[src/rtl/uv_phase_angle_defines.svh]
`ifndef UV_PHASE_ANGLE_DEFINES_SVH
`define UV_PHASE_ANGLE_DEFINES_SVH

// Same-cycle check: whenever ante holds, cons must hold too.
`define UVPA_ASSERT_HOLDS(label, clk, rst, ante, cons) \
  label: assert property (@(posedge clk) disable iff (rst) (ante) |-> (cons)) \
    else $error("uv_phase_angle: same-cycle check failed");

// Next-cycle check: whenever ante holds, cons must hold in the next cycle.
`define UVPA_ASSERT_NEXT(label, clk, rst, ante, cons) \
  label: assert property (@(posedge clk) disable iff (rst) (ante) |=> (cons)) \
    else $error("uv_phase_angle: next-cycle check failed");

`endif

[src/rtl/uvpa_pkg.sv]
`default_nettype none

package uvpa_pkg;

  // Defaults for the top-level parameters
  localparam int ITERATIONS_DEF       = 16;
  localparam int CENTER_FRAC_BITS_DEF = 4;
  localparam int ANGLE_FRAC_BITS_DEF  = 13;

  // Fixed formats
  localparam int ANG_Q         = 30;  // internal angle fraction bits
  localparam int PRESCALE_BITS = 24;  // left shift of the differences
  localparam int D_W           = 26;  // signed difference, covers CENTER_FRAC_BITS <= 8
  localparam int XY_W          = D_W + PRESCALE_BITS + 2;  // room for CORDIC gain
  localparam int Z_W           = 35;  // signed Q.30 angle, covers +/- 4pi
  localparam int PHASE_W       = 16;

  localparam logic signed [Z_W-1:0] PI_Q30      = Z_W'(64'd3373259426);
  localparam logic signed [Z_W-1:0] HALF_PI_Q30 = Z_W'(64'd1686629713);
  localparam logic signed [Z_W-1:0] TWO_PI_Q30  = Z_W'(64'd6746518852);

  // Exact axis angles, used when no micro-rotation is needed
  typedef enum logic [1:0] {
    QUAD_ZERO,
    QUAD_HALF_PI,
    QUAD_PI,
    QUAD_THREE_HALF_PI
  } quad_t;

  // One item in flight through the rotation pipeline
  typedef struct packed {
    logic                   valid;
    logic                   byp;    // axis case, angle given by quad
    quad_t                  quad;
    logic                   pi_add; // vector was folded into the right half plane
    logic signed [XY_W-1:0] x;
    logic signed [XY_W-1:0] y;
    logic signed [Z_W-1:0]  z;
  } cordic_t;

  // atan(2^-i) in Q.30
  function automatic logic signed [Z_W-1:0] atan_q30(input int unsigned i);
    logic signed [Z_W-1:0] v;
    case (i)
      0:  v = Z_W'(64'd843314857);
      1:  v = Z_W'(64'd497837829);
      2:  v = Z_W'(64'd263043837);
      3:  v = Z_W'(64'd133525159);
      4:  v = Z_W'(64'd67021687);
      5:  v = Z_W'(64'd33543516);
      6:  v = Z_W'(64'd16775851);
      7:  v = Z_W'(64'd8388437);
      8:  v = Z_W'(64'd4194283);
      9:  v = Z_W'(64'd2097149);
      10: v = Z_W'(64'd1048576);
      11: v = Z_W'(64'd524288);
      12: v = Z_W'(64'd262144);
      13: v = Z_W'(64'd131072);
      14: v = Z_W'(64'd65536);
      15: v = Z_W'(64'd32768);
      16: v = Z_W'(64'd16384);
      17: v = Z_W'(64'd8192);
      18: v = Z_W'(64'd4096);
      19: v = Z_W'(64'd2048);
      20: v = Z_W'(64'd1024);
      21: v = Z_W'(64'd512);
      22: v = Z_W'(64'd256);
      23: v = Z_W'(64'd128);
      default: v = '0;
    endcase
    return v;
  endfunction

  // Largest output code: full turn in the output format, capped at 16 bits
  function automatic logic [PHASE_W-1:0] top_code(input int afb);
    logic [63:0] raw;
    raw = 64'(TWO_PI_Q30) >> (ANG_Q - afb);
    if (raw > 64'hFFFF) begin
      raw = 64'hFFFF;
    end
    return raw[PHASE_W-1:0];
  endfunction

endpackage

`default_nettype wire

[src/rtl/uvpa_cordic_stage.sv]
`default_nettype none

// One vectoring micro-rotation, registered.
module uvpa_cordic_stage #(
  parameter int unsigned STAGE = 0
) (
  input  wire logic              clk,
  input  wire logic              rst,
  input  uvpa_pkg::cordic_t      in,
  output uvpa_pkg::cordic_t      out
);

  uvpa_pkg::cordic_t                      rot_next;
  logic signed [uvpa_pkg::XY_W-1:0]       xs;
  logic signed [uvpa_pkg::XY_W-1:0]       ys;

  // Rotate toward the x axis; arithmetic shifts round toward minus infinity
  always_comb begin
    xs = in.x >>> STAGE;
    ys = in.y >>> STAGE;
    rot_next = in;
    if (!in.y[uvpa_pkg::XY_W-1]) begin
      rot_next.x = in.x + ys;
      rot_next.y = in.y - xs;
      rot_next.z = in.z + uvpa_pkg::atan_q30(STAGE);
    end else begin
      rot_next.x = in.x - ys;
      rot_next.y = in.y + xs;
      rot_next.z = in.z - uvpa_pkg::atan_q30(STAGE);
    end
  end

  always_ff @(posedge clk) begin
    if (rst) begin
      out <= '0;
    end else begin
      out <= rot_next;
    end
  end

endmodule

`default_nettype wire

[config.mk]
export PLATFORM = sky130hd
export DESIGN_NAME = uvpa_cordic_stage
export DESIGN_NICKNAME = d
export VERILOG_FILES = /design/src/rtl/uv_phase_angle_defines.svh /design/src/rtl/uvpa_pkg.sv /design/src/rtl/uvpa_cordic_stage.sv
export SDC_FILE = /design/constraint.sdc
export NUM_CORES = 1
export LEC_CHECK = 0
export BUFFER_PORTS_ARGS = -buffer_cell sky130_fd_sc_hd__buf_2
export CORE_MARGIN = 4
export CORE_UTILIZATION = 50
export CTS_CLUSTER_DIAMETER = 150
export CTS_CLUSTER_SIZE = 25
export DETAILED_ROUTE_END_ITERATION = 8
export PLACE_DENSITY = 0.84
export SLEW_MARGIN = 15
export SYNTH_ARGS = -nofsm -noshare
export SYNTH_HDL_FRONTEND = slang
export SYNTH_SLANG_ARGS = --single-unit
[constraint.sdc]
create_clock -name clk -period 9.65 [get_ports clk]
set_clock_uncertainty 0.15 [all_clocks]
set_input_delay 1.93 -clock clk [delete_from_list [all_inputs] [get_ports clk]]
set_output_delay 1.93 -clock clk [all_outputs]
set_load 0.05 [all_outputs]
Yosys cells after proc, flatten, opt, wreduce, memory -nomap -nowiden --
Index checks and enable logic that the tools add are counted. Widths: inputs -> output; s select.
Storage, ports and cells: memories 0, input bits 146, ROM bits 0, RAM bits 0, logic and storage cells 13, output and inout port bits 144, bits in registers 144, latch bits 0
Operators by class: $mul 0, bitwise operators 0, equality and inequality tests 0, reductions and logical operators 0, magnitude comparators 0, add/subtract/negate cells 5, muxes and demuxes 1, shift operators 0, divide/modulo/power cells 0
Operators with widths (number):
- $mux 139 | 1
- $sub 52x52->52 | 2
- $add 52x52->52 | 1
- $add 35x31->35 const B | 1
- $sub 35x31->35 const B | 1

Depth between registers and ports, before layout --
depth after elaboration 2, gate-level depth with buffers 14, mapped depth without buffers 13

Least setup slack after synthesis --
OpenSTA, ideal clock, no wires.
kind input to register, start point input in[86] in the netlist's numbering, end point register out[29] in the netlist's numbering, buffers on the path 2, arrival time 5184 ps, data required time 9372 ps, setup time 128 ps, slack 4189 ps, stages on the path 14, cell sequence inv_1 clkbuf_1 buf_1 ha_1 nand2_1 o21ai_0 a2111oi_2 o31ai_1 a31oi_2 o31a_1 nor4bb_1 a2111oi_1 xor2_1 nor2_1
On the way: longest elaborated chain between the ends 1
RTL lines:
- start: declaration | line uvpa_cordic_stage.sv:9 | input uvpa_pkg::cordic_t in,
- $mux 139 | line uvpa_cordic_stage.sv:22 | if (!in.y[uvpa_pkg::XY_W-1]) begin
- end signal: assignment | line uvpa_cordic_stage.sv:37 | out <= rot_next;
- end: declaration | line uvpa_cordic_stage.sv:10 | output uvpa_pkg::cordic_t out
No other way between the ends. A chain may end at the register's enable or synchronous reset.

Final worst setup path --
start point input in[86] in the netlist's numbering, end point register out[32] in the netlist's numbering
Same word-level chain as after synthesis.

==> results.cfg <==
[synth]
async_reset_ff_share_pct = 0
ys_seq_area_share_pct = 19.2
synth_cells = 2027
postSynthAreaPerCell_sq_um = 7.35
synth_enable_flop_cells = 0
postSynth.topFlopCell = dfxtp_1
yosys.cell_types.count = 86
synth.net_count = 2379
ys.warnings.count = 0
netlist_area_sq_um = 14900
synth_seq_cells = 143

[timing]
slew-limit-headroom_pct = 35.1
timing_max_transition_violations_final = 0
worst-slew-pin-transition_ns = 0.949
timing.final.setup_violations = 0
clock.fmax_ghz = 0.165
whs_ns = 1.53
totalNegativeSetupSlack_ns = 0
grt_setup_unrepaired = no
final-hold-violation-count = 0
final.period_utilization_pct = 62.9
setup_slack_ns = 3.58
final_period_minus_worst_setup_slack_ns = 6.07

[finish]
largest_register_ffs = 143
syn2layout_area_growth_pct = 14.3
num-nets-final = 2593
post-route-util_pct = 58.7
biggestRegsByFlops = out: 143 flops
layout-drive-gt1-share_pct = 16.7
num-fill-cells = 2669
layout.cells.non_filler = 2639
final_cell_area_sq_um = 17000
largest_register = out

[placed_design]
placed_cells_incl_taps = 2606
place_hpwl_um = 42300
post_dp_cell_area_sq_um = 16500
io_buffer_count = 289
dpl_worst_slack_ns = 3.31
finalWeightedCongestion = 1.05

[global_route]
grt_pass1_vias = 15000
grt_use_met3_pct = 4.97
antenna_violations_before_repair = 1
grt_first_pass_wirelength_um = 81900
use_met2_pct = 50.3
grt.busiest_layer = met2
global_route.overflow_total = 0
grt_start_max_net_pins = 78
groute.layer.met1.usage_pct = 40.6
gr-usage-all-layers_pct = 30.6

[detailed_routing]
wire_per_inst_um = 20.1
avgViaCountPerCell = 6.15
finalWirelength_um = 53100
count_of_antenna_violating_nets_left_after_detailed_routing = 0
drt_pre_antenna_iters = 6
drt-initial-drc-count = 2188
num_vias = 16200
remaining_drc_errors = 0

[clocking]
post_cts_setup_repair_buffer_count = 0
h-tree-depth = 4
clkTransAtPathRegs_ns = 0.07
cts.path.max_buffers = 2
postCtsResizedCells = 0
cts_tree = done
cts_inserted_buffers = 17
master_cell_of_the_clock_root_buffer = clkbuf_16
cts-hold-fix-buffers = 0
clock_sink_count = 143

[min_path]
min_to = out[0]$_SDFF_PP0_
hold_path.startpoint = in[0]
min-delay-path-class = input pin to flip-flop
worstHoldPathCells = 2

[floorplan]
pin_count = 290
floorplan.initialDensity_pct = 51.3
die_h_um = 181
floorplan.die.width_um = 181
dieArea_sq_um = 32600
rows = 62
design.core.area_sq_um = 29000

[setup_path]
critical_path.max_fanout = 74
timing.critical_path.cells = buf_4, inv_2, buf_4, ha_1, a211oi_1, and3_1, o2bb2ai_1, a211oi_1, a2111oi_0, o31ai_1, nand2_1, xor2_1, nor2_1
worstPathRequired_ns = 9.82
critPathArrivalTime_ns = 6.24
crit_slowest_cell = a2111oi_0
cpPeakStageDelay_ns = 0.90
worstSetupStartpointType = input pin
critPathCaptureType = flip-flop
setup.worst_path.class = input pin to flip-flop

[pwr]
fin_total_pwr_mw = 2.64
p_leak_nw = 8.27
powerDensity_nw_per_um2 = 155
power.ir.vdd_worst_uv = 98.1

[flow_run]
max-cap-violations = 0

[status]
status = complete, no violations
-- cell families after synthesis --
family                     count (synthesis)  synth area share, %
AOI/OAI and AO/OA                        661                 28.5
xor gates and xnor gates                 107                 6.29
adders and majority gates                206                 17.5
buffers and inverters                    269                 7.02
DFF                                      143                 19.2
muxes                                     44                 3.03
and+or+nand+nor                          597                 18.4
-- cell usage after synthesis, types with 9 or more instances --
cell type	number	area [sq um]
nor3_1	35	175
xor2_1	26	228
nand2b_1	15	93.8
nand2_1	112	420
a31oi_1	10	62.6
buf_2	12	60.1
o31ai_1	17	128
xnor2_1	81	709
a21oi_1	254	1270
or2_2	13	81.3
and2_1	9	56.3
o21ai_0	110	551
a211oi_1	25	188
a21boi_0	10	75.1
ha_1	202	2530
nor4_1	21	131
o21bai_1	41	308
mux2i_1	35	350
nand4_1	26	163
or3_1	16	100
nor2_1	263	987
a21o_1	57	428
nor2b_1	29	181
clkbuf_1	65	244
buf_1	16	60.1
o211ai_1	19	143
o21a_1	16	120
dfxtp_1	143	2860
nand3_1	34	170
inv_1	168	631
-- layer usage --
layer  up-vias  share of wire [%]
met4         0                3.6
li1       7531                  -
met2      1067                 45
met3       140                9.6
met5         -                  0
met1      7494                 41
-- critical path: cells and delay by family --
kind            cells  cell delay (ns)
compound gates      5             1.65
xor+xnor            1             0.14
fa+ha+maj           1             0.46
buf+inv             3             1.63
simple gates        3             0.37
-- power breakdown --
| part | switching, mW | internal, mW |
|---|---|---|
| clock network | 0.317 | 0.341 |
| logic | 0.905 | 0.378 |
| registers | 0.0233 | 0.674 |
| total | 1.25 | 1.39 |
-- cells in the final DEF (no fill, tap or decap), drive strengths merged, types with 28 or more instances in the layout --
master	n
a211oi	28
a21o	57
a21oi	254
buf	292
dfxtp	143
ha	202
inv	179
mux2i	35
nand2	112
nand3	34
nor2	264
nor2b	29
nor3	35
o21ai	118
o21bai	41
xnor2	81
-- area by class of cell --
class                           count  area (sq um)  area share, %
Antenna cell                        1          2.50         0.0147
Multi-Input combinational cell   1615         11000           64.5
Timing Repair Buffer              292          1470           8.66
Tap cell                          384           480           2.82
Clock inverter                     15           146          0.860
Inverter                          172           648           3.81
Clock buffer                       17           425           2.50
Sequential cell                   143          2860           16.8
-- how the worst max path moves through the flow --
stage / start / endpoint / slack [ns] / depth (start not counted)
3_5_place_dp: in[86] / out[32]$_SDFF_PP0_ / 3.31 / 13
2_1_floorplan: in[86] / out[29]$_SDFF_PP0_ / 4.19 / 14
3_3_place_gp: in[86] / out[32]$_SDFF_PP0_ / 3.35 / 14
6_report: in[86] / out[32]$_SDFF_PP0_ / 3.58 / 13
4_1_cts: in[86] / out[32]$_SDFF_PP0_ / 3.70 / 13
5_1_grt: in[86] / out[32]$_SDFF_PP0_ / 3.23 / 14
Power figures use the tool's default switching activity.
