**src/rtl/uv_phase_angle_defines.svh**
```systemverilog
`ifndef UV_PHASE_ANGLE_DEFINES_SVH
`define UV_PHASE_ANGLE_DEFINES_SVH

// Same-cycle check: whenever ante holds, cons must hold too.
`define UVPA_ASSERT_HOLDS(label, clk, rst, ante, cons) \
  label: assert property (@(posedge clk) disable iff (rst) (ante) |-> (cons)) \
    else $error("uv_phase_angle: same-cycle check failed");

// Next-cycle check: whenever ante holds, cons must hold in the next cycle.
`define UVPA_ASSERT_NEXT(label, clk, rst, ante, cons) \
  label: assert property (@(posedge clk) disable iff (rst) (ante) |=> (cons)) \
    else $error("uv_phase_angle: next-cycle check failed");

`endif

```
**src/rtl/uvpa_pkg.sv**
```systemverilog
`default_nettype none

package uvpa_pkg;

  // Defaults for the top-level parameters
  localparam int ITERATIONS_DEF       = 16;
  localparam int CENTER_FRAC_BITS_DEF = 4;
  localparam int ANGLE_FRAC_BITS_DEF  = 13;

  // Fixed formats
  localparam int ANG_Q         = 30;  // internal angle fraction bits
  localparam int PRESCALE_BITS = 24;  // left shift of the differences
  localparam int D_W           = 26;  // signed difference, covers CENTER_FRAC_BITS <= 8
  localparam int XY_W          = D_W + PRESCALE_BITS + 2;  // room for CORDIC gain
  localparam int Z_W           = 35;  // signed Q.30 angle, covers +/- 4pi
  localparam int PHASE_W       = 16;

  localparam logic signed [Z_W-1:0] PI_Q30      = Z_W'(64'd3373259426);
  localparam logic signed [Z_W-1:0] HALF_PI_Q30 = Z_W'(64'd1686629713);
  localparam logic signed [Z_W-1:0] TWO_PI_Q30  = Z_W'(64'd6746518852);

  // Exact axis angles, used when no micro-rotation is needed
  typedef enum logic [1:0] {
    QUAD_ZERO,
    QUAD_HALF_PI,
    QUAD_PI,
    QUAD_THREE_HALF_PI
  } quad_t;

  // One item in flight through the rotation pipeline
  typedef struct packed {
    logic                   valid;
    logic                   byp;    // axis case, angle given by quad
    quad_t                  quad;
    logic                   pi_add; // vector was folded into the right half plane
    logic signed [XY_W-1:0] x;
    logic signed [XY_W-1:0] y;
    logic signed [Z_W-1:0]  z;
  } cordic_t;

  // atan(2^-i) in Q.30
  function automatic logic signed [Z_W-1:0] atan_q30(input int unsigned i);
    logic signed [Z_W-1:0] v;
    case (i)
      0:  v = Z_W'(64'd843314857);
      1:  v = Z_W'(64'd497837829);
      2:  v = Z_W'(64'd263043837);
      3:  v = Z_W'(64'd133525159);
      4:  v = Z_W'(64'd67021687);
      5:  v = Z_W'(64'd33543516);
      6:  v = Z_W'(64'd16775851);
      7:  v = Z_W'(64'd8388437);
      8:  v = Z_W'(64'd4194283);
      9:  v = Z_W'(64'd2097149);
      10: v = Z_W'(64'd1048576);
      11: v = Z_W'(64'd524288);
      12: v = Z_W'(64'd262144);
      13: v = Z_W'(64'd131072);
      14: v = Z_W'(64'd65536);
      15: v = Z_W'(64'd32768);
      16: v = Z_W'(64'd16384);
      17: v = Z_W'(64'd8192);
      18: v = Z_W'(64'd4096);
      19: v = Z_W'(64'd2048);
      20: v = Z_W'(64'd1024);
      21: v = Z_W'(64'd512);
      22: v = Z_W'(64'd256);
      23: v = Z_W'(64'd128);
      default: v = '0;
    endcase
    return v;
  endfunction

  // Largest output code: full turn in the output format, capped at 16 bits
  function automatic logic [PHASE_W-1:0] top_code(input int afb);
    logic [63:0] raw;
    raw = 64'(TWO_PI_Q30) >> (ANG_Q - afb);
    if (raw > 64'hFFFF) begin
      raw = 64'hFFFF;
    end
    return raw[PHASE_W-1:0];
  endfunction

endpackage

`default_nettype wire

```
**src/rtl/uvpa_prep.sv**
```systemverilog
`default_nettype none
`include "uv_phase_angle_defines.svh"

// Two stages: center subtraction, then axis detection, half-plane fold and prescale.
module uvpa_prep #(
  parameter int CENTER_FRAC_BITS = uvpa_pkg::CENTER_FRAC_BITS_DEF
) (
  input  wire logic              clk,
  input  wire logic              rst,
  input  wire logic              in_valid,
  input  wire logic [31:0]       packed_uv,
  input  wire logic [19:0]       u_center,
  input  wire logic [19:0]       v_center,
  output uvpa_pkg::cordic_t      out
);

  localparam int D_W  = uvpa_pkg::D_W;
  localparam int XY_W = uvpa_pkg::XY_W;

  logic                  a_valid;
  logic signed [D_W-1:0] du;
  logic signed [D_W-1:0] dv;
  logic signed [D_W-1:0] du_next;
  logic signed [D_W-1:0] dv_next;

  // Stage A: differences with CENTER_FRAC_BITS fraction bits
  always_comb begin
    du_next = $signed(D_W'(packed_uv[31:16]) << CENTER_FRAC_BITS) - $signed(D_W'(u_center));
    dv_next = $signed(D_W'(packed_uv[15:0]) << CENTER_FRAC_BITS) - $signed(D_W'(v_center));
  end

  always_ff @(posedge clk) begin
    du <= du_next;
    dv <= dv_next;
    if (rst) begin
      a_valid <= 1'b0;
    end else begin
      a_valid <= in_valid;
    end
  end

  // Stage B: axis cases, fold x < 0 into the right half plane, scale up
  uvpa_pkg::cordic_t      b_next;
  logic signed [D_W-1:0]  xf;
  logic signed [D_W-1:0]  yf;
  logic signed [XY_W-1:0] x_ext;
  logic signed [XY_W-1:0] y_ext;

  always_comb begin
    xf = dv[D_W-1] ? -dv : dv;
    yf = dv[D_W-1] ? -du : du;
    x_ext = {{(XY_W-D_W){xf[D_W-1]}}, xf};
    y_ext = {{(XY_W-D_W){yf[D_W-1]}}, yf};

    b_next.valid  = a_valid;
    b_next.pi_add = dv[D_W-1];
    b_next.x      = x_ext <<< uvpa_pkg::PRESCALE_BITS;
    b_next.y      = y_ext <<< uvpa_pkg::PRESCALE_BITS;
    b_next.z      = '0;
    b_next.byp    = 1'b1;
    b_next.quad   = uvpa_pkg::QUAD_ZERO;
    if (du == '0 && dv == '0) begin
      b_next.quad = uvpa_pkg::QUAD_ZERO;
    end else if (du == '0) begin
      b_next.quad = dv[D_W-1] ? uvpa_pkg::QUAD_PI : uvpa_pkg::QUAD_ZERO;
    end else if (dv == '0) begin
      b_next.quad = du[D_W-1] ? uvpa_pkg::QUAD_THREE_HALF_PI : uvpa_pkg::QUAD_HALF_PI;
    end else begin
      b_next.byp = 1'b0;
    end
  end

  always_ff @(posedge clk) begin
    if (rst) begin
      out <= '0;
    end else begin
      out <= b_next;
    end
  end

  `UVPA_ASSERT_NEXT(a_prep_fill, clk, rst, in_valid, a_valid)
  `UVPA_ASSERT_HOLDS(a_prep_fold, clk, rst, out.valid && !out.byp, !out.x[XY_W-1])

endmodule

`default_nettype wire

```
**config.mk**
```make
export PLATFORM = sky130hd
export DESIGN_NAME = uvpa_prep
export DESIGN_NICKNAME = d
export VERILOG_FILES = /design/src/rtl/uvpa_pkg.sv /design/src/rtl/uvpa_prep.sv
export VERILOG_INCLUDE_DIRS = /design/src /design/src/rtl
export SDC_FILE = /design/constraint.sdc
export NUM_CORES = 1
export LEC_CHECK = 0
export BUFFER_PORTS_ARGS = -buffer_cell sky130_fd_sc_hd__buf_2
export CAP_MARGIN = 20
export CELL_PAD_IN_SITES_DETAIL_PLACEMENT = 1
export CELL_PAD_IN_SITES_GLOBAL_PLACEMENT = 2
export CORE_MARGIN = 2
export CORE_UTILIZATION = 28
export DETAILED_ROUTE_END_ITERATION = 12
export GPL_TIMING_DRIVEN = 0
export PLACE_DENSITY = 0.84
export SETUP_SLACK_MARGIN = 0.15
export SLEW_MARGIN = 20
export SYNTH_ARGS = -nofsm -noshare
export SYNTH_HDL_FRONTEND = slang
export SYNTH_SLANG_ARGS = --single-unit
```
**constraint.sdc**
```tcl
create_clock -name clk -period 2.8 [get_ports clk]
set_input_delay 0.42 -clock clk [delete_from_list [all_inputs] [get_ports clk]]
set_output_delay 0.42 -clock clk [all_outputs]
set_load 0.02 [all_outputs]
```
* After elaboration in Yosys (flattened, before gate mapping)
Index checks and enable logic that the tools add are counted.
Word-level totals: bits in registers 148
Cells by class: $add $sub $neg 4, muxes and demuxes 9, reductions and logical operators 4
Operators by type and width (count):
- logical NOT 26 bit | 2
- two-way mux 26 bit | 2
- negator 21 -> 26 bit | 2
- subtractor 20 x 20 -> 21 bit | 2
- two-way mux 2 bit | 4
- two-way mux 1 bit | 3
- OR reduction 2 bit | 1
- logical AND 1 bit | 1

* Depth between registers and ports, before layout
depth in word-level cells 4, gate-level depth with buffers 9, depth with buffers taken out 8

* Worst setup path after synthesis
No wires, ideal clock.
path kind input port to flip-flop, start point input port u_center[6], end point register du[20] (netlist name), arrival time 2.099 ns, slack 0.606 ns, stages on the path 8, cell sequence inv_1 > ha_1 > and2_1 > a221oi_2 > o21ai_1 > a311oi_2 > o21ai_1 > a221oi_1
On the way: cells in the longest elaborated chain, start to end 1
RTL lines:
- start: declaration | line uvpa_prep.sv:12 | input wire logic [19:0] u_center,
- subtractor 20 x 20 -> 21 bit | line uvpa_prep.sv:28 | du_next = $signed(D_W'(packed_uv[31:16]) << CENTER_FRAC_BITS) - $signed(D_W'(u_center));
- named net du_next[20] | line uvpa_prep.sv:23 | logic signed [D_W-1:0] du_next;
The timed path passes the listed nets, and every way through them passes these cells. A chain may end at the register's enable or synchronous reset.

* Final worst setup path
start point input port packed_uv[18], end point register du[20] (netlist name)
On the way: cells in the longest elaborated chain, start to end 1
RTL lines:
- start: declaration | line uvpa_prep.sv:11 | input wire logic [31:0] packed_uv,
- subtractor 20 x 20 -> 21 bit | line uvpa_prep.sv:28
- named net du_next[20] | line uvpa_prep.sv:23
The timed path passes the listed nets, and every way through them passes these cells.

==> out/metrics.yaml <==
outcome: "finished, final reports clean"
clk_pin_slew_ns: 0.06
dpl.cell_count: 1141
yosysTopAreaCell: "dfxtp_1"
stdcell_count: 1155
area.sequential_mm2: 0.002002
cts_root_buffer: "clkbuf_16"
die_w_um: 146.6
muxShareOfSynthArea: 0.003514
initial_utilization: 0.2834
maxCapViolCount: 0
drc_errors: 0
routed_via_density: 4.123
grt_pass1_vias: 4590
core-area_mm2: 0.02010
vdd_drop_max_uv: 272.0
end_kind: "register"
cts_buffers: 9
dr.pass1.iters: 4
synthAdderAreaFrac: 0.07907
slew_violations: 0
routedWlPerCell_um: 12.14
hpwl_mm: 11.69
netlist.area_leader.share: 0.3514
fmax_mhz: 424.6
track_usage: 0.1306
synth-simple-area-share: 0.1511
antenna_found_initial: 1
insertedDiodeCount: 0
yosysSeqAreaShare: 0.3514
grt_pass1_wl_mm: 22.96
clock_skew_ns: 0.008168
worstSetupStartpointType: "input port"
setup_viol: 0
synthArstFlopShare: 0
rsz0062_at_grt: "false"
worstMarginPinSlew_ns: 0.7113
place_area_mm2: 0.007032
synth_cells: 650
fp-row-count: 52
fin_hold_ws_ns: 0.2272
synth_compound_area_frac: 0.1452
syn-cell-area_mm2: 0.005697
grt_start_max_net_pins: 16
cts_max_level: 3
path_max_fanout: 4
ys_seq_elements: 100
powerDensity_mw_per_mm2: 578.5
finish.utilization: 0.3629
nFillCells: 2482
synth_xor_area_frac: 0.1061
gp_congestion: 0.7970
antenna_left: 0
grt_overflow: 0
cts_tree: "yes"
synth_cell_types: 60
synth_edf_count: 0
clock-sinks: 100
maxSlewHeadroom: 0.5208
period_share: 0.8412
numPortBuffers: 134
setup-tns-final_ns: 0
hold_buffers: 0
first_iter_violations: 117
stdcell_area_mm2: 0.007296
boundaryPins: 219
synth_top_family_by_area: "buffers and inverters"
p_leak_nw: 3.763
drive_gt1_frac: 0.2893
die_h_um: 146.6
critPathRequiredTime_ns: 3.01
min_path_type: "input port to register"
multiInputGateArea_mm2: 0.003099
die_area_mm2: 0.02150
finalWirelength_mm: 14.03
synth_warnings: 0
finalHoldViolCount: 0
avgSynthCellArea_um2: 8.764
num_vias: 4762
clk_latency_ns: 0.34
clockBufferDepth: 2
area_delta_synth_final_pct: 28.07
final_nets: 993
synth_area_leaders: "dfxtp_1 35%, buf_4 11%, ha_1 7.9%"
worstPathArrival_ns: 2.57
period_minus_slack_ns: 2.355
synth_flop_cell: "dfxtp_1"
crit_type: "input port to register"
==> cell usage in the layout, fill, tap and decap left out, types with 12 or more instances in the layout <==
| cell | instances |
|---|---|
| a21o_1 | 14 |
| a21oi_1 | 39 |
| buf_2 | 135 |
| buf_4 | 87 |
| clkbuf_1 | 16 |
| conb_1 | 88 |
| dfxtp_1 | 100 |
| ha_1 | 36 |
| inv_1 | 45 |
| nand2_1 | 34 |
| nand3_1 | 12 |
| nor2_1 | 59 |
| o21ai_0 | 25 |
| o31ai_1 | 13 |
| xnor2_1 | 30 |
| xor2_1 | 39 |
==> Yosys cell counts (all sizes together), types with 2 or more instances <==
library cell and instances:
a21oi 40, nor3b 5, a41oi 4, mux2i 2
dfxtp 100, or4 2, nand2b 3, nor2b 7
xnor2 30, a21o 14, xor2 39, or3 5
and3 6, o2111ai 2, o31a 2, a211o 2
and2 2, nor4 6, nand3 12, clkbuf 15
nor3 8, nor2 61, o21ai 27, nand3b 2
ha 36, o31ai 13, a221o 3, nand2 34
buf 92, a221oi 2, a21boi 3, nand4 5
inv 45, or2 2, o41ai 5, o21bai 2
==> power breakdown <==
| group | internal (mW) | leakage [nW] | switching, mW | total, mW |
|---|---|---|---|---|
| registers | 1.66 | 0.837 | 0.176 | 1.84 |
| logic | 0.531 | 2.81 | 0.759 | 1.29 |
| clock network | 0.592 | 0.120 | 0.500 | 1.09 |
| total | 2.79 | 3.76 | 1.43 | 4.22 |
==> worst max-delay path, stage by stage <==
cell and delay (ns):
buf_2 0.10, ha_1 0.33, and2_1 0.22, a221oi_2 0.37, o21ai_1 0.21, a311oi_2 0.36
o21ai_1 0.18, a221oi_2 0.38
==> final timing paths <==
path	endpoint	startpoint	depth (start not counted)	slack, ns
setup / recovery	du[20]$_DFF_P_	packed_uv[18]	8	0.44
hold reg to reg	out[143]$_SDFF_PP0_	a_valid$_SDFF_PP0_	1	0.45
setup reg to reg	out[140]$_SDFF_PP0_	dv[3]$_DFF_P_	4	0.73
hold / removal	dv[0]$_DFF_P_	v_center[0]	1	0.23
==> kinds of logic (layout without fill, tap and decap cells) <==
| group | Yosys count | after routing |
|---|---|---|
| xor+xnor | 69 | 69 |
| flops | 100 | 100 |
| compound gates | 126 | 126 |
| mux | 2 | 2 |
| fa+ha+maj | 36 | 36 |
| simple gates | 164 | 164 |
| buf+inv | 152 | 300 |
| other cells | 1 | 88 |
==> metal layers <==
metal | routed length, um | vias to the layer above | global-route usage
met1 | 6719 | 2152 | 0.1776
met3 | 834 | 13 | 0.02906
met5 | 16 | - | 0
met4 | 197 | 2 | 0.03835
li1 | - | 2477 | -
met2 | 6258 | 118 | 0.2073
==> area by class of cell <==
type                    count  area share
repair buffers            134     0.09192
plain buffers             107      0.1041
well taps                 270     0.04630
clock buffers              10     0.03138
multi-input cells         485      0.4248
clock inverters             4    0.003944
inverters                  45     0.02315
flip-flops and latches    100      0.2744
==> registers in the layout, indices dropped and copies added, names as in the netlist <==
name	cells
dv	21
a_valid	1
out	57
du	21
==> stage by stage <==
stage	worst slack, ns	power [mW]
after floorplan	0.6057	2.776
after global placement	-0.08506	3.147
after detailed placement	-0.05288	3.168
after CTS	0.2764	4.276
after global routing	0.2789	4.515
final	0.4447	4.221
==> timing repair <==
action | in CTS | in global routing
setup endpoints to repair | 0 | 1
setup buffers | 0 | 0
resized for setup | 0 | 1
(Power assumes the default switching activity.)
