[config.mk]
export PLATFORM = sky130hd
export DESIGN_NAME = uvpa_finish
export DESIGN_NICKNAME = d
export VERILOG_FILES = /design/src/rtl/uvpa_pkg.sv /design/src/rtl/uvpa_finish.sv
export VERILOG_INCLUDE_DIRS = /design/src /design/src/rtl
export SDC_FILE = /design/constraint.sdc
export NUM_CORES = 1
export LEC_CHECK = 0
export BUFFER_PORTS_ARGS = -buffer_cell sky130_fd_sc_hd__buf_4
export CAP_MARGIN = 10
export CORE_MARGIN = 10
export CORE_UTILIZATION = 44
export CTS_BUF_LIST = sky130_fd_sc_hd__clkbuf_8
export DETAILED_ROUTE_END_ITERATION = 8
export PLACE_DENSITY = 0.77
export SETUP_SLACK_MARGIN = 0.4
export SLEW_MARGIN = 20
export SYNTH_ARGS = -nofsm -noshare
export SYNTH_HDL_FRONTEND = slang
export SYNTH_SLANG_ARGS = --single-unit
[constraint.sdc]
create_clock -name clk -period 2.8 [get_ports clk]
set_clock_uncertainty 0.05 [all_clocks]
set_input_delay 0.14 -clock clk [delete_from_list [all_inputs] [get_ports clk]]
set_output_delay 0.14 -clock clk [all_outputs]
set_load 0.005 [all_outputs]
[src/rtl/uv_phase_angle_defines.svh]
`ifndef UV_PHASE_ANGLE_DEFINES_SVH
`define UV_PHASE_ANGLE_DEFINES_SVH

// Same-cycle check: whenever ante holds, cons must hold too.
`define UVPA_ASSERT_HOLDS(label, clk, rst, ante, cons) \
  label: assert property (@(posedge clk) disable iff (rst) (ante) |-> (cons)) \
    else $error("uv_phase_angle: same-cycle check failed");

// Next-cycle check: whenever ante holds, cons must hold in the next cycle.
`define UVPA_ASSERT_NEXT(label, clk, rst, ante, cons) \
  label: assert property (@(posedge clk) disable iff (rst) (ante) |=> (cons)) \
    else $error("uv_phase_angle: next-cycle check failed");

`endif

[src/rtl/uvpa_pkg.sv]
`default_nettype none

package uvpa_pkg;

  // Defaults for the top-level parameters
  localparam int ITERATIONS_DEF       = 16;
  localparam int CENTER_FRAC_BITS_DEF = 4;
  localparam int ANGLE_FRAC_BITS_DEF  = 13;

  // Fixed formats
  localparam int ANG_Q         = 30;  // internal angle fraction bits
  localparam int PRESCALE_BITS = 24;  // left shift of the differences
  localparam int D_W           = 26;  // signed difference, covers CENTER_FRAC_BITS <= 8
  localparam int XY_W          = D_W + PRESCALE_BITS + 2;  // room for CORDIC gain
  localparam int Z_W           = 35;  // signed Q.30 angle, covers +/- 4pi
  localparam int PHASE_W       = 16;

  localparam logic signed [Z_W-1:0] PI_Q30      = Z_W'(64'd3373259426);
  localparam logic signed [Z_W-1:0] HALF_PI_Q30 = Z_W'(64'd1686629713);
  localparam logic signed [Z_W-1:0] TWO_PI_Q30  = Z_W'(64'd6746518852);

  // Exact axis angles, used when no micro-rotation is needed
  typedef enum logic [1:0] {
    QUAD_ZERO,
    QUAD_HALF_PI,
    QUAD_PI,
    QUAD_THREE_HALF_PI
  } quad_t;

  // One item in flight through the rotation pipeline
  typedef struct packed {
    logic                   valid;
    logic                   byp;    // axis case, angle given by quad
    quad_t                  quad;
    logic                   pi_add; // vector was folded into the right half plane
    logic signed [XY_W-1:0] x;
    logic signed [XY_W-1:0] y;
    logic signed [Z_W-1:0]  z;
  } cordic_t;

  // atan(2^-i) in Q.30
  function automatic logic signed [Z_W-1:0] atan_q30(input int unsigned i);
    logic signed [Z_W-1:0] v;
    case (i)
      0:  v = Z_W'(64'd843314857);
      1:  v = Z_W'(64'd497837829);
      2:  v = Z_W'(64'd263043837);
      3:  v = Z_W'(64'd133525159);
      4:  v = Z_W'(64'd67021687);
      5:  v = Z_W'(64'd33543516);
      6:  v = Z_W'(64'd16775851);
      7:  v = Z_W'(64'd8388437);
      8:  v = Z_W'(64'd4194283);
      9:  v = Z_W'(64'd2097149);
      10: v = Z_W'(64'd1048576);
      11: v = Z_W'(64'd524288);
      12: v = Z_W'(64'd262144);
      13: v = Z_W'(64'd131072);
      14: v = Z_W'(64'd65536);
      15: v = Z_W'(64'd32768);
      16: v = Z_W'(64'd16384);
      17: v = Z_W'(64'd8192);
      18: v = Z_W'(64'd4096);
      19: v = Z_W'(64'd2048);
      20: v = Z_W'(64'd1024);
      21: v = Z_W'(64'd512);
      22: v = Z_W'(64'd256);
      23: v = Z_W'(64'd128);
      default: v = '0;
    endcase
    return v;
  endfunction

  // Largest output code: full turn in the output format, capped at 16 bits
  function automatic logic [PHASE_W-1:0] top_code(input int afb);
    logic [63:0] raw;
    raw = 64'(TWO_PI_Q30) >> (ANG_Q - afb);
    if (raw > 64'hFFFF) begin
      raw = 64'hFFFF;
    end
    return raw[PHASE_W-1:0];
  endfunction

endpackage

`default_nettype wire

[src/rtl/uvpa_finish.sv]
`default_nettype none
`include "uv_phase_angle_defines.svh"

// Two stages: unwrap to [0, 2pi), then round to the output format and saturate.
module uvpa_finish #(
  parameter int ANGLE_FRAC_BITS = uvpa_pkg::ANGLE_FRAC_BITS_DEF
) (
  input  wire logic                          clk,
  input  wire logic                          rst,
  input  uvpa_pkg::cordic_t                  in,
  output logic                               done,
  output logic [uvpa_pkg::PHASE_W-1:0]       phase
);

  localparam int Z_W = uvpa_pkg::Z_W;
  localparam int SH  = uvpa_pkg::ANG_Q - ANGLE_FRAC_BITS;
  localparam logic [Z_W-1:0] ROUND_HALF = Z_W'(1) << (SH - 1);
  localparam logic [Z_W-1:0] TOP = Z_W'(uvpa_pkg::top_code(ANGLE_FRAC_BITS));

  logic                  t_valid;
  logic signed [Z_W-1:0] total;
  logic signed [Z_W-1:0] total_next;
  logic signed [Z_W-1:0] sum;
  logic signed [Z_W-1:0] sum_wrap;

  // Stage T: add the fold offset, wrap negatives by one turn, or take the axis angle
  always_comb begin
    sum      = (in.pi_add ? uvpa_pkg::PI_Q30 : '0) + in.z;
    sum_wrap = sum + uvpa_pkg::TWO_PI_Q30;
    total_next = sum[Z_W-1] ? sum_wrap : sum;
    if (in.byp) begin
      case (in.quad)
        uvpa_pkg::QUAD_ZERO:          total_next = '0;
        uvpa_pkg::QUAD_HALF_PI:       total_next = uvpa_pkg::HALF_PI_Q30;
        uvpa_pkg::QUAD_PI:            total_next = uvpa_pkg::PI_Q30;
        uvpa_pkg::QUAD_THREE_HALF_PI:
          total_next = uvpa_pkg::PI_Q30 + uvpa_pkg::HALF_PI_Q30;
        default:                      total_next = '0;
      endcase
    end
  end

  always_ff @(posedge clk) begin
    total <= total_next;
    if (rst) begin
      t_valid <= 1'b0;
    end else begin
      t_valid <= in.valid;
    end
  end

  // Stage R: round half up, clamp at the top code
  logic [Z_W-1:0]                  rounded;
  logic [uvpa_pkg::PHASE_W-1:0]    phase_next;

  always_comb begin
    rounded = ($unsigned(total) + ROUND_HALF) >> SH;
    if (rounded > TOP) begin
      phase_next = TOP[uvpa_pkg::PHASE_W-1:0];
    end else begin
      phase_next = rounded[uvpa_pkg::PHASE_W-1:0];
    end
  end

  always_ff @(posedge clk) begin
    phase <= phase_next;
    if (rst) begin
      done <= 1'b0;
    end else begin
      done <= t_valid;
    end
  end

  `UVPA_ASSERT_HOLDS(a_fin_range, clk, rst, t_valid, !total[Z_W-1] && (total < uvpa_pkg::TWO_PI_Q30))

endmodule

`default_nettype wire

Word level (Yosys, flattened, before mapping)
Cells that the tools add are included. W data, S select, Z words.

$add $sub $neg: 3. Magnitude comparators: 1. Equality and inequality tests: 3. Mux-type cells: 4. Reductions and logical operators: 1.

Operators with widths (count): $pmux W35 S4 (1); $mux W35 (2); $add A32 B35 Y35 (1); $add A35 B17 Y35 const B (1); $add A35 B34 Y35 const B (1); $mux W32 (1); $gt A18 B16 Y1 const B (1); $eq A2 B2 Y1 const B (2); $eq A2 B1 Y1 const B (1); $logic_not A2 Y1 (1).

Register bits after elaboration: 53. Input bits: 146. Output and inout port bits: 17. Word-level logic and storage cells: 16.

Longest topological paths before layout
Gate-level depths: netlist of run 1.

Depth after elaboration: 5. Gate-level depth with buffers: 12.

Least setup slack after synthesis of run 1
No wires, ideal clock.

Kind: input to register. From: input port in[9] in the netlist's numbering. To: register total[32]. Library setup time: 120 ps. Data arrival time: 2871 ps. Slack: -241 ps. Stages: 11. Cells stage by stage: ha_1 nand3_1 a221o_1 o31a_1 a21boi_2 o22ai_1 or4_4 o211a_4 o211ai_4 a31oi_1 o31a_1.

Word-level cells in the longest chain between the ends: 4.

RTL lines: start: declaration (RTL line uvpa_finish.sv:10) `input uvpa_pkg::cordic_t in,`; $add A32 B35 Y35 * (RTL line uvpa_finish.sv:28) `sum = (in.pi_add ? uvpa_pkg::PI_Q30 : '0) + in.z;`; $add A35 B34 Y35 (RTL line uvpa_finish.sv:29) `sum_wrap = sum + uvpa_pkg::TWO_PI_Q30;`; $mux W35 * (RTL line uvpa_finish.sv:30) `total_next = sum[Z_W-1] ? sum_wrap : sum;`; $mux W35 * (RTL line uvpa_finish.sv:31) `if (in.byp) begin`; via total_next[32] (RTL line uvpa_finish.sv:22) `logic signed [Z_W-1:0] total_next;`; end signal: assignment (RTL line uvpa_finish.sv:44) `total <= total_next;`; end: declaration (RTL line uvpa_finish.sv:21) `logic signed [Z_W-1:0] total;`.

The timed path passes the listed nets; every way through them passes the cells marked *. A chain may end at the register's enable or synchronous reset.

Worst setup path after layout of run 1
From: input port in[139] in the netlist's numbering. To: register total[28].

Word-level cells in the longest chain between the ends: 5.

RTL lines (RTL line): $mux W32 * (uvpa_finish.sv:28); $add A32 B35 Y35 * (uvpa_finish.sv:28); $add A35 B34 Y35 (uvpa_finish.sv:29); $mux W35 * (uvpa_finish.sv:30); $mux W35 * (uvpa_finish.sv:31).

Mark *: on every way between the ends. The rest lies on a longest branch, timed or not.

==> results of run 1 <==
[per-stage QoR]
stage | cells | util (%) | setup WS [ns] | instance area, sq um | setup TNS [ns]
3_3_place_gp | 662 | 59.3 | -0.446 | 4540 | -5.98
2_1_floorplan | 444 | - | -0.0459 | 3510 | -0.102
6_report | 704 | 72.3 | -0.133 | 5530 | -0.569
4_1_cts | 683 | 65.5 | -0.0521 | 5010 | -0.129
3_5_place_dp | 662 | 59.3 | -0.558 | 4540 | -7.00
5_1_grt | 704 | 72.3 | -0.225 | 5530 | -1.94
[registers in the layout, summed over array words and instances (netlist names)]
| register | flops |
|---|---|
| done | 1 |
| t_valid | 1 |
| total | 19 |
| phase | 16 |
[logic make-up (layout without fill, tap and decap cells)]
group	count (synthesis)	after routing	synth area share (%)
adder cells (fa/ha/maj)	21	21	7.66
AO/OA/AOI/OAI	122	122	25.3
multiplexers	2	2	0.656
XOR/XNOR	51	51	13.0
flip-flops	37	37	21.6
AND/OR/NAND/NOR	176	176	26.9
buffers and inverters	35	193	4.89
[area by class of cell]
| type | count | area (sq um) |
|---|---|---|
| Timing Repair Buffer | 169 | 1350 |
| Sequential cell | 37 | 748 |
| Clock buffer | 5 | 68.8 |
| Clock inverter | 3 | 11.3 |
| Fill cell | 529 | 2120 |
| Tap cell | 102 | 128 |
| Multi-Input combinational cell | 372 | 3160 |
| Inverter | 16 | 63.8 |
[worst max-delay path: cells and delay by family]
family	cells	cell delay [ns]
buffers and inverters	5	0.74
multiplexers	1	0.32
XOR/XNOR	1	0.13
AND/OR/NAND/NOR	3	0.79
AO/OA/AOI/OAI	4	0.68
adder cells (fa/ha/maj)	1	0.25
[worst paths after layout]
path | slack [ns] | from | end | cells after the start
hold reg to reg | 0.40 | t_valid$_SDFF_PP0_ | done$_SDFF_PP0_ | 1
hold / removal | 0.04 | in[143] | t_valid$_SDFF_PP0_ | 2
setup / recovery | -0.13 | in[139] | total[28]$_SDFF_PP0_ | 15
setup reg to reg | 0.42 | total[18]$_DFF_P_ | phase[11]$_SDFF_PN1_ | 10
[layout by cell type, fill, tap and decap left out, drive strengths merged, types with 10 or more instances in the layout]
master / n
nand2: 38
inv: 18
nor3: 17
a31oi: 11
nand4: 10
xnor2: 29
a21oi: 23
and3: 13
o21ai: 22
xor2: 22
nand3: 20
nor2: 36
buf: 168
dfxtp: 37
ha: 21
[metal layers]
metal	track usage, %	share of wire [%]	vias up	wire, um
met4	8.85	5.1	0	629
li1	-	-	1954	-
met2	30.6	50	211	6260
met5	0	0	-	0
met1	20.4	38	1949	4700
met3	2.86	6.7	60	827
[power breakdown]
part | leakage [nW] | switching, mW | internal [mW]
Clock | 0.0519 | 0.176 | 0.166
Sequential | 0.309 | 0.0701 | 0.626
Combinational | 1.99 | 0.559 | 0.604
[timing repair]
| action | in CTS | in global routing |
|---|---|---|
| pin swaps | 30 | 47 |
| resized for setup | 53 | 83 |
| cloned | 1 | 1 |
| buffers inserted | 11 | 20 |
| setup endpoints to repair | 27 | 35 |
| endpoints found under the hold margin | 2 | 0 |
| hold buffers | 1 | 0 |
==> metrics.md, run 1 <==
| Metric | Value |
|---|---|
| H-tree depth | `2` |
| WL final | `12.4 mm` |
| Crit Path Max Fanout | `6` |
| Final hold slack | `0.0403 ns` |
| First-pass GRT wire length | `17.5 mm` |
| Pin count of the biggest net entering global routing | `32` |
| Hpwl dp | `8.16 mm` |
| Final ANT Viol Nets | `0` |
| Antenna cells | `0` |
| WS Path Type | `input port to register` |
| Predominant post-synthesis flop cell | `dfxtp_1` |
| Worst EP arrival | `3.06 ns` |
| Post-route DRC | `0` |
| Final Hold Violating Endpoints | `0` |
| Nets | `768` |
| Pwr Density | `398 nW/um^2` |
| Area leader, netlist | `dfxtp_1` |
| Routed length per instance | `17.6 um` |
| Area Growth Syn to Fin | `61.2%` |
| Largest stage delay on the critical path | `0.53 ns` |
| Yosys cell types | `66` |
| Root Buffer | `clkbuf_8` |
| DIE WIDTH | `108 um` |
| First drt pass iteration count | `7` |
| FF+latch count, synth | `37` |
| Min Tclk post-route | `2.93 ns` |
| Slew @ Worst Pin | `0.601 ns` |
| Ranking of synthesized cells by area | `dfxtp_1 22%, ha_1 7.7%, xnor2_1 7.4%` |
| Number of synthesized flops with an enable pin | `0` |
| CTS Buffer Depth | `2` |
| Number of global-route vias before repair | `3868` |
| PortBufs | `57` |
| Peak supply drop | `0.170 mV` |
| Initial Util | `44.9%` |
| Pins Over Slew Limit | `0` |
| Area fraction of the dominant cell type after synthesis | `21.6%` |
| Setup crit start kind | `input port` |
| DR vias/cell | `5.93` |
| Async SR Flop Fraction | `0%` |
| Leakage | `2.35 nW` |
| Worst EP required | `2.93 ns` |
| Vias | `4174` |
| Layout cells sized above 1 | `47.5%` |
| Crit end category | `register` |
| Site Rows | `32` |
| Slowest CP cell | `or4_4` |
| Synth Cell Area | `3430 sq um` |
| Grt ovf | `0` |
| FMAX | `341 MHz` |
| GP Congestion | `0.931` |
| Unrepaired setup endpoints after global routing | `true` |
| CTS sink cnt | `37` |
| Outcome | `finished with violations` |
| Worst path cell trace | `buf_16 -> ha_4 -> buf_6 -> buf_4 -> a21oi_1 -> buf_4 -> a21oi_2 -> nor2_1 -> xnor2_1 -> or4_4 -> buf_6 -> o21ai_4 -> nand2_2 -> a21oi_2 -> mux2_4` |
| Top post-synthesis cells by count | `37 x dfxtp_1, 37 x nand2_1, 36 x nor2_1, 29 x xnor2_1, 23 x a21oi_1` |
| Core area | `7650 sq um` |
| Total CTS buffers | `5` |
| Initial DRC count | `268` |
| Synth Instances | `444` |
| Clock Pin Slew Worst Setup and Hold Paths | `0.07 ns` |
| YS warnings | `0` |
| Max_slew headroom | `59.8%` |
| Hold Crit Class | `input port to register` |
| Synth Net Count | `611` |
| CTS tree | `yes` |
| Max Cap Viol | `0` |
| Die area | `11700 sq um` |
| Initial antenna violation count | `0` |
| Part of the cycle the worst path needs | `105%` |
| Setup ws final | `-0.133 ns` |
| Ports | `163` |
| Tot GR Track Use | `17.6%` |
| Sequential share of the synthesized area | `21.6%` |
| Failing checks | `negative setup slack` |
| Setup violators final | `9` |
| Power Total | `2.20 mW` |
| Die height | `108 um` |
| Insertion delay to the later sink of the worst-skew pair | `0.29 ns` |
| Syn_area_per_cell | `7.73 sq um` |
No activity file was read; power rests on OpenSTA's default activity.
==> inputs of run 2 (changes only) <==
Settings changed: SETUP_SLACK_MARGIN 0.4 to 0.15.
==> run 2 against run 1 <==
Net effect:
- highest routed layer unchanged
- routed wire length shrank 13%
- non-clock buffer count down 11
- the run still ends with negative setup slack left
- first-iteration DRC count down 3.7%
- sequential cell count is the same
- die area is the same
- worst hold slack worse by 0.0021 ns
- largest power group unchanged
==> metrics.md, run 2 (same netlist as run 1, synthesis figures left out) <==
| Metric | Value |
|---|---|
| Clock Pin Slew Worst Setup and Hold Paths | `0.07 ns (about the same)` |
| Most frequent cells in the layout | `149 x buf_4, 37 x dfxtp_1, 36 x nand2_1 (was 155 x buf_4, 34 x nand2_1, 31 x dfxtp_1)` |
| Crit path buf inv count | `1 (was 5)` |
| Setup WS pre-CTS | `-0.508 ns (was -0.558 ns)` |
| Setup crit start kind | `input port (unchanged)` |
| Max reg flops | `19 (unchanged)` |
| Core area | `7650 sq um (unchanged)` |
| Final ANT Viol Nets | `0 (unchanged)` |
| WL final | `10.8 mm (was 12.4 mm)` |
| Leakage | `2.26 nW (was 2.35 nW)` |
| Fin cells | `693 (was 704)` |
| Setup violators final | `1 (was 9)` |
| Initial Util | `44.9% (unchanged)` |
| GP Congestion | `0.937 (was 0.931)` |
| Pins Over Slew Limit | `0 (unchanged)` |
| WS Path Type | `input port to register (unchanged)` |
| Peak supply drop | `0.190 mV (was 0.170 mV)` |
| DR vias/cell | `5.58 (was 5.93)` |
| Post-route DRC | `0 (unchanged)` |
| # placed instances | `668 (was 662)` |
| Largest stage delay on the critical path | `0.46 ns (was 0.53 ns)` |
| Part of the cycle the worst path needs | `101% (was 105%)` |
| Pin count of the biggest net entering global routing | `32 (unchanged)` |
| CTS Buffer Depth | `2 (unchanged)` |
| Initial antenna violation count | `0 (unchanged)` |
| Hold path cells | `2 (unchanged)` |
| Power Total | `2.06 mW (was 2.20 mW)` |
| Layout cells sized above 1 | `39.8% (was 47.5%)` |
| PortBufs | `57 (unchanged)` |
| Final Util | `68.2% (was 72.3%)` |
| Site Rows | `32 (unchanged)` |
| Ports | `163 (unchanged)` |
| Area Growth Syn to Fin | `51.9% (was 61.2%)` |
| Hpwl dp | `8.22 mm (was 8.16 mm)` |
| Insertion delay to the later sink of the worst-skew pair | `0.28 ns (was 0.29 ns)` |
| Register with the most flip-flops | `total (unchanged)` |
| Cell depth of the worst flop-to-flop path | `10 (unchanged)` |
| Max_slew headroom | `65.4% (was 59.8%)` |
| Worst EP required | `2.92 ns (was 2.93 ns)` |
| Pwr Density | `395 nW/um^2 (was 398 nW/um^2)` |
| Routed length per instance | `15.6 um (was 17.6 um)` |
| Worst EP arrival | `2.94 ns (was 3.06 ns)` |
| Flop-to-flop setup slack | `0.37 ns (was 0.42 ns)` |
| Top delay family on crit path | `simple AND/OR/NAND/NOR gates (unchanged)` |
| Crit Path Max Fanout | `7 (was 6)` |
| Grt ovf | `0 (unchanged)` |
| Final hold slack | `0.0382 ns (was 0.0403 ns)` |
| Vias | `3868 (was 4174)` |
| Root Buffer | `clkbuf_8 (unchanged)` |
| Worst path cell trace | `buf_16 -> ha_1 -> nand3_1 -> nor4_4 -> nand2_1 -> a21boi_2 -> o22ai_1 -> or4_4 -> o211a_4 -> o21ai_2 -> o21ai_1 -> mux2_1 (was buf_16 -> ha_4 -> buf_6 -> buf_4 -> a21oi_1 -> buf_4 -> a21oi_2 -> nor2_1 -> xnor2_1 -> or4_4 -> buf_6 -> o21ai_4 -> nand2_2 -> a21oi_2 -> mux2_4)` |
| Final Hold Violating Endpoints | `0 (unchanged)` |
| Die area | `11700 sq um (unchanged)` |
| Failing checks | `negative setup slack (unchanged)` |
| Hold Crit Class | `input port to register (unchanged)` |
| DIE WIDTH | `108 um (unchanged)` |
| Min Tclk post-route | `2.82 ns (was 2.93 ns)` |
| Biggest regs | `total x19, phase x16 (unchanged)` |
| Outcome | `finished with violations (unchanged)` |
| Tot GR Track Use | `16.7% (was 17.6%)` |
| Max Cap Viol | `0 (unchanged)` |
| First-pass GRT wire length | `16.7 mm (was 17.5 mm)` |
| Number of global-route vias before repair | `3706 (was 3868)` |
| Slew @ Worst Pin | `0.517 ns (was 0.601 ns)` |
| CTS sink cnt | `37 (unchanged)` |
| H-tree depth | `2 (unchanged)` |
| CTS tree | `yes (unchanged)` |
| Commonest non-fill, non-tap cell in the layout | `buf_4 (unchanged)` |
| Slowest CP cell | `or4_4 (unchanged)` |
| Setup ws final | `-0.0208 ns (was -0.133 ns)` |
| Final design area excluding fillers | `5210 sq um (was 5530 sq um)` |
| Initial DRC count | `258 (was 268)` |
| Antenna cells | `0 (unchanged)` |
| Total CTS buffers | `5 (unchanged)` |
| FMAX | `355 MHz (was 341 MHz)` |
| Unrepaired setup endpoints after global routing | `true (unchanged)` |
| Nets | `757 (was 768)` |
| Area after DPL | `4580 sq um (was 4540 sq um)` |
| Setup TNS | `-0.0208 ns (was -0.569 ns)` |
| First drt pass iteration count | `5 (was 7)` |
| Stages on worst setup path | `12 (was 15)` |
| Crit end category | `register (unchanged)` |
| Die height | `108 um (unchanged)` |
[run 2: area by class of cell]
class / instances / area [sq um]
Clock inverter: 3 / 11.3
Tap cell: 102 / 128
Clock buffer: 5 / 68.8
Fill cell: 586 / 2430
Sequential cell: 37 / 741
Timing Repair Buffer: 158 / 1250
Multi-Input combinational cell: 372 / 2960
Inverter: 16 / 60.1
[run 2: final timing paths]
path | from | to
worst max-delay path | in[139] | total[33]$_SDFF_PP0_
worst min register to register | t_valid$_SDFF_PP0_ | done$_SDFF_PP0_
worst max register to register | total[19]$_DFF_P_ | phase[0]$_SDFF_PN1_
worst min-delay path | in[143] | t_valid$_SDFF_PP0_
[run 2: worst register-to-register path, cell delays in order (launching register included)]
cell     delay [ns]
dfxtp_1        0.32
and3_1         0.20
and3_1         0.21
or4_1          0.41
nand2_1        0.10
a32o_1         0.18
o22ai_1        0.10
a21oi_2        0.18
o32ai_2        0.12
buf_4          0.18
or2_2          0.27
[run 2: power breakdown]
part           total (mW)  internal [mW]  switching (mW)
logic                1.05          0.553           0.495
registers           0.686          0.623          0.0630
clock network       0.325          0.165           0.160
total                2.06           1.34           0.718
[run 2: metal layers]
| metal | vias up | wire length, um | global-route usage [%] |
|---|---|---|---|
| li1 | 1925 | - | - |
| met1 | 1790 | 4390 | 20.0 |
| met2 | 140 | 5560 | 30.1 |
| met3 | 13 | 691 | 2.91 |
| met4 | 0 | 147 | 4.05 |
| met5 | - | 0 | 0 |
[run 2: repair_timing]
action,4_1_cts,5_1_grt
gates resized for setup,13,67
endpoints found under the setup margin,17,35
pin swaps,16,30
endpoints found under the hold margin,2,0
buffers inserted,8,7
hold buffers,1,0
gates cloned,0,1
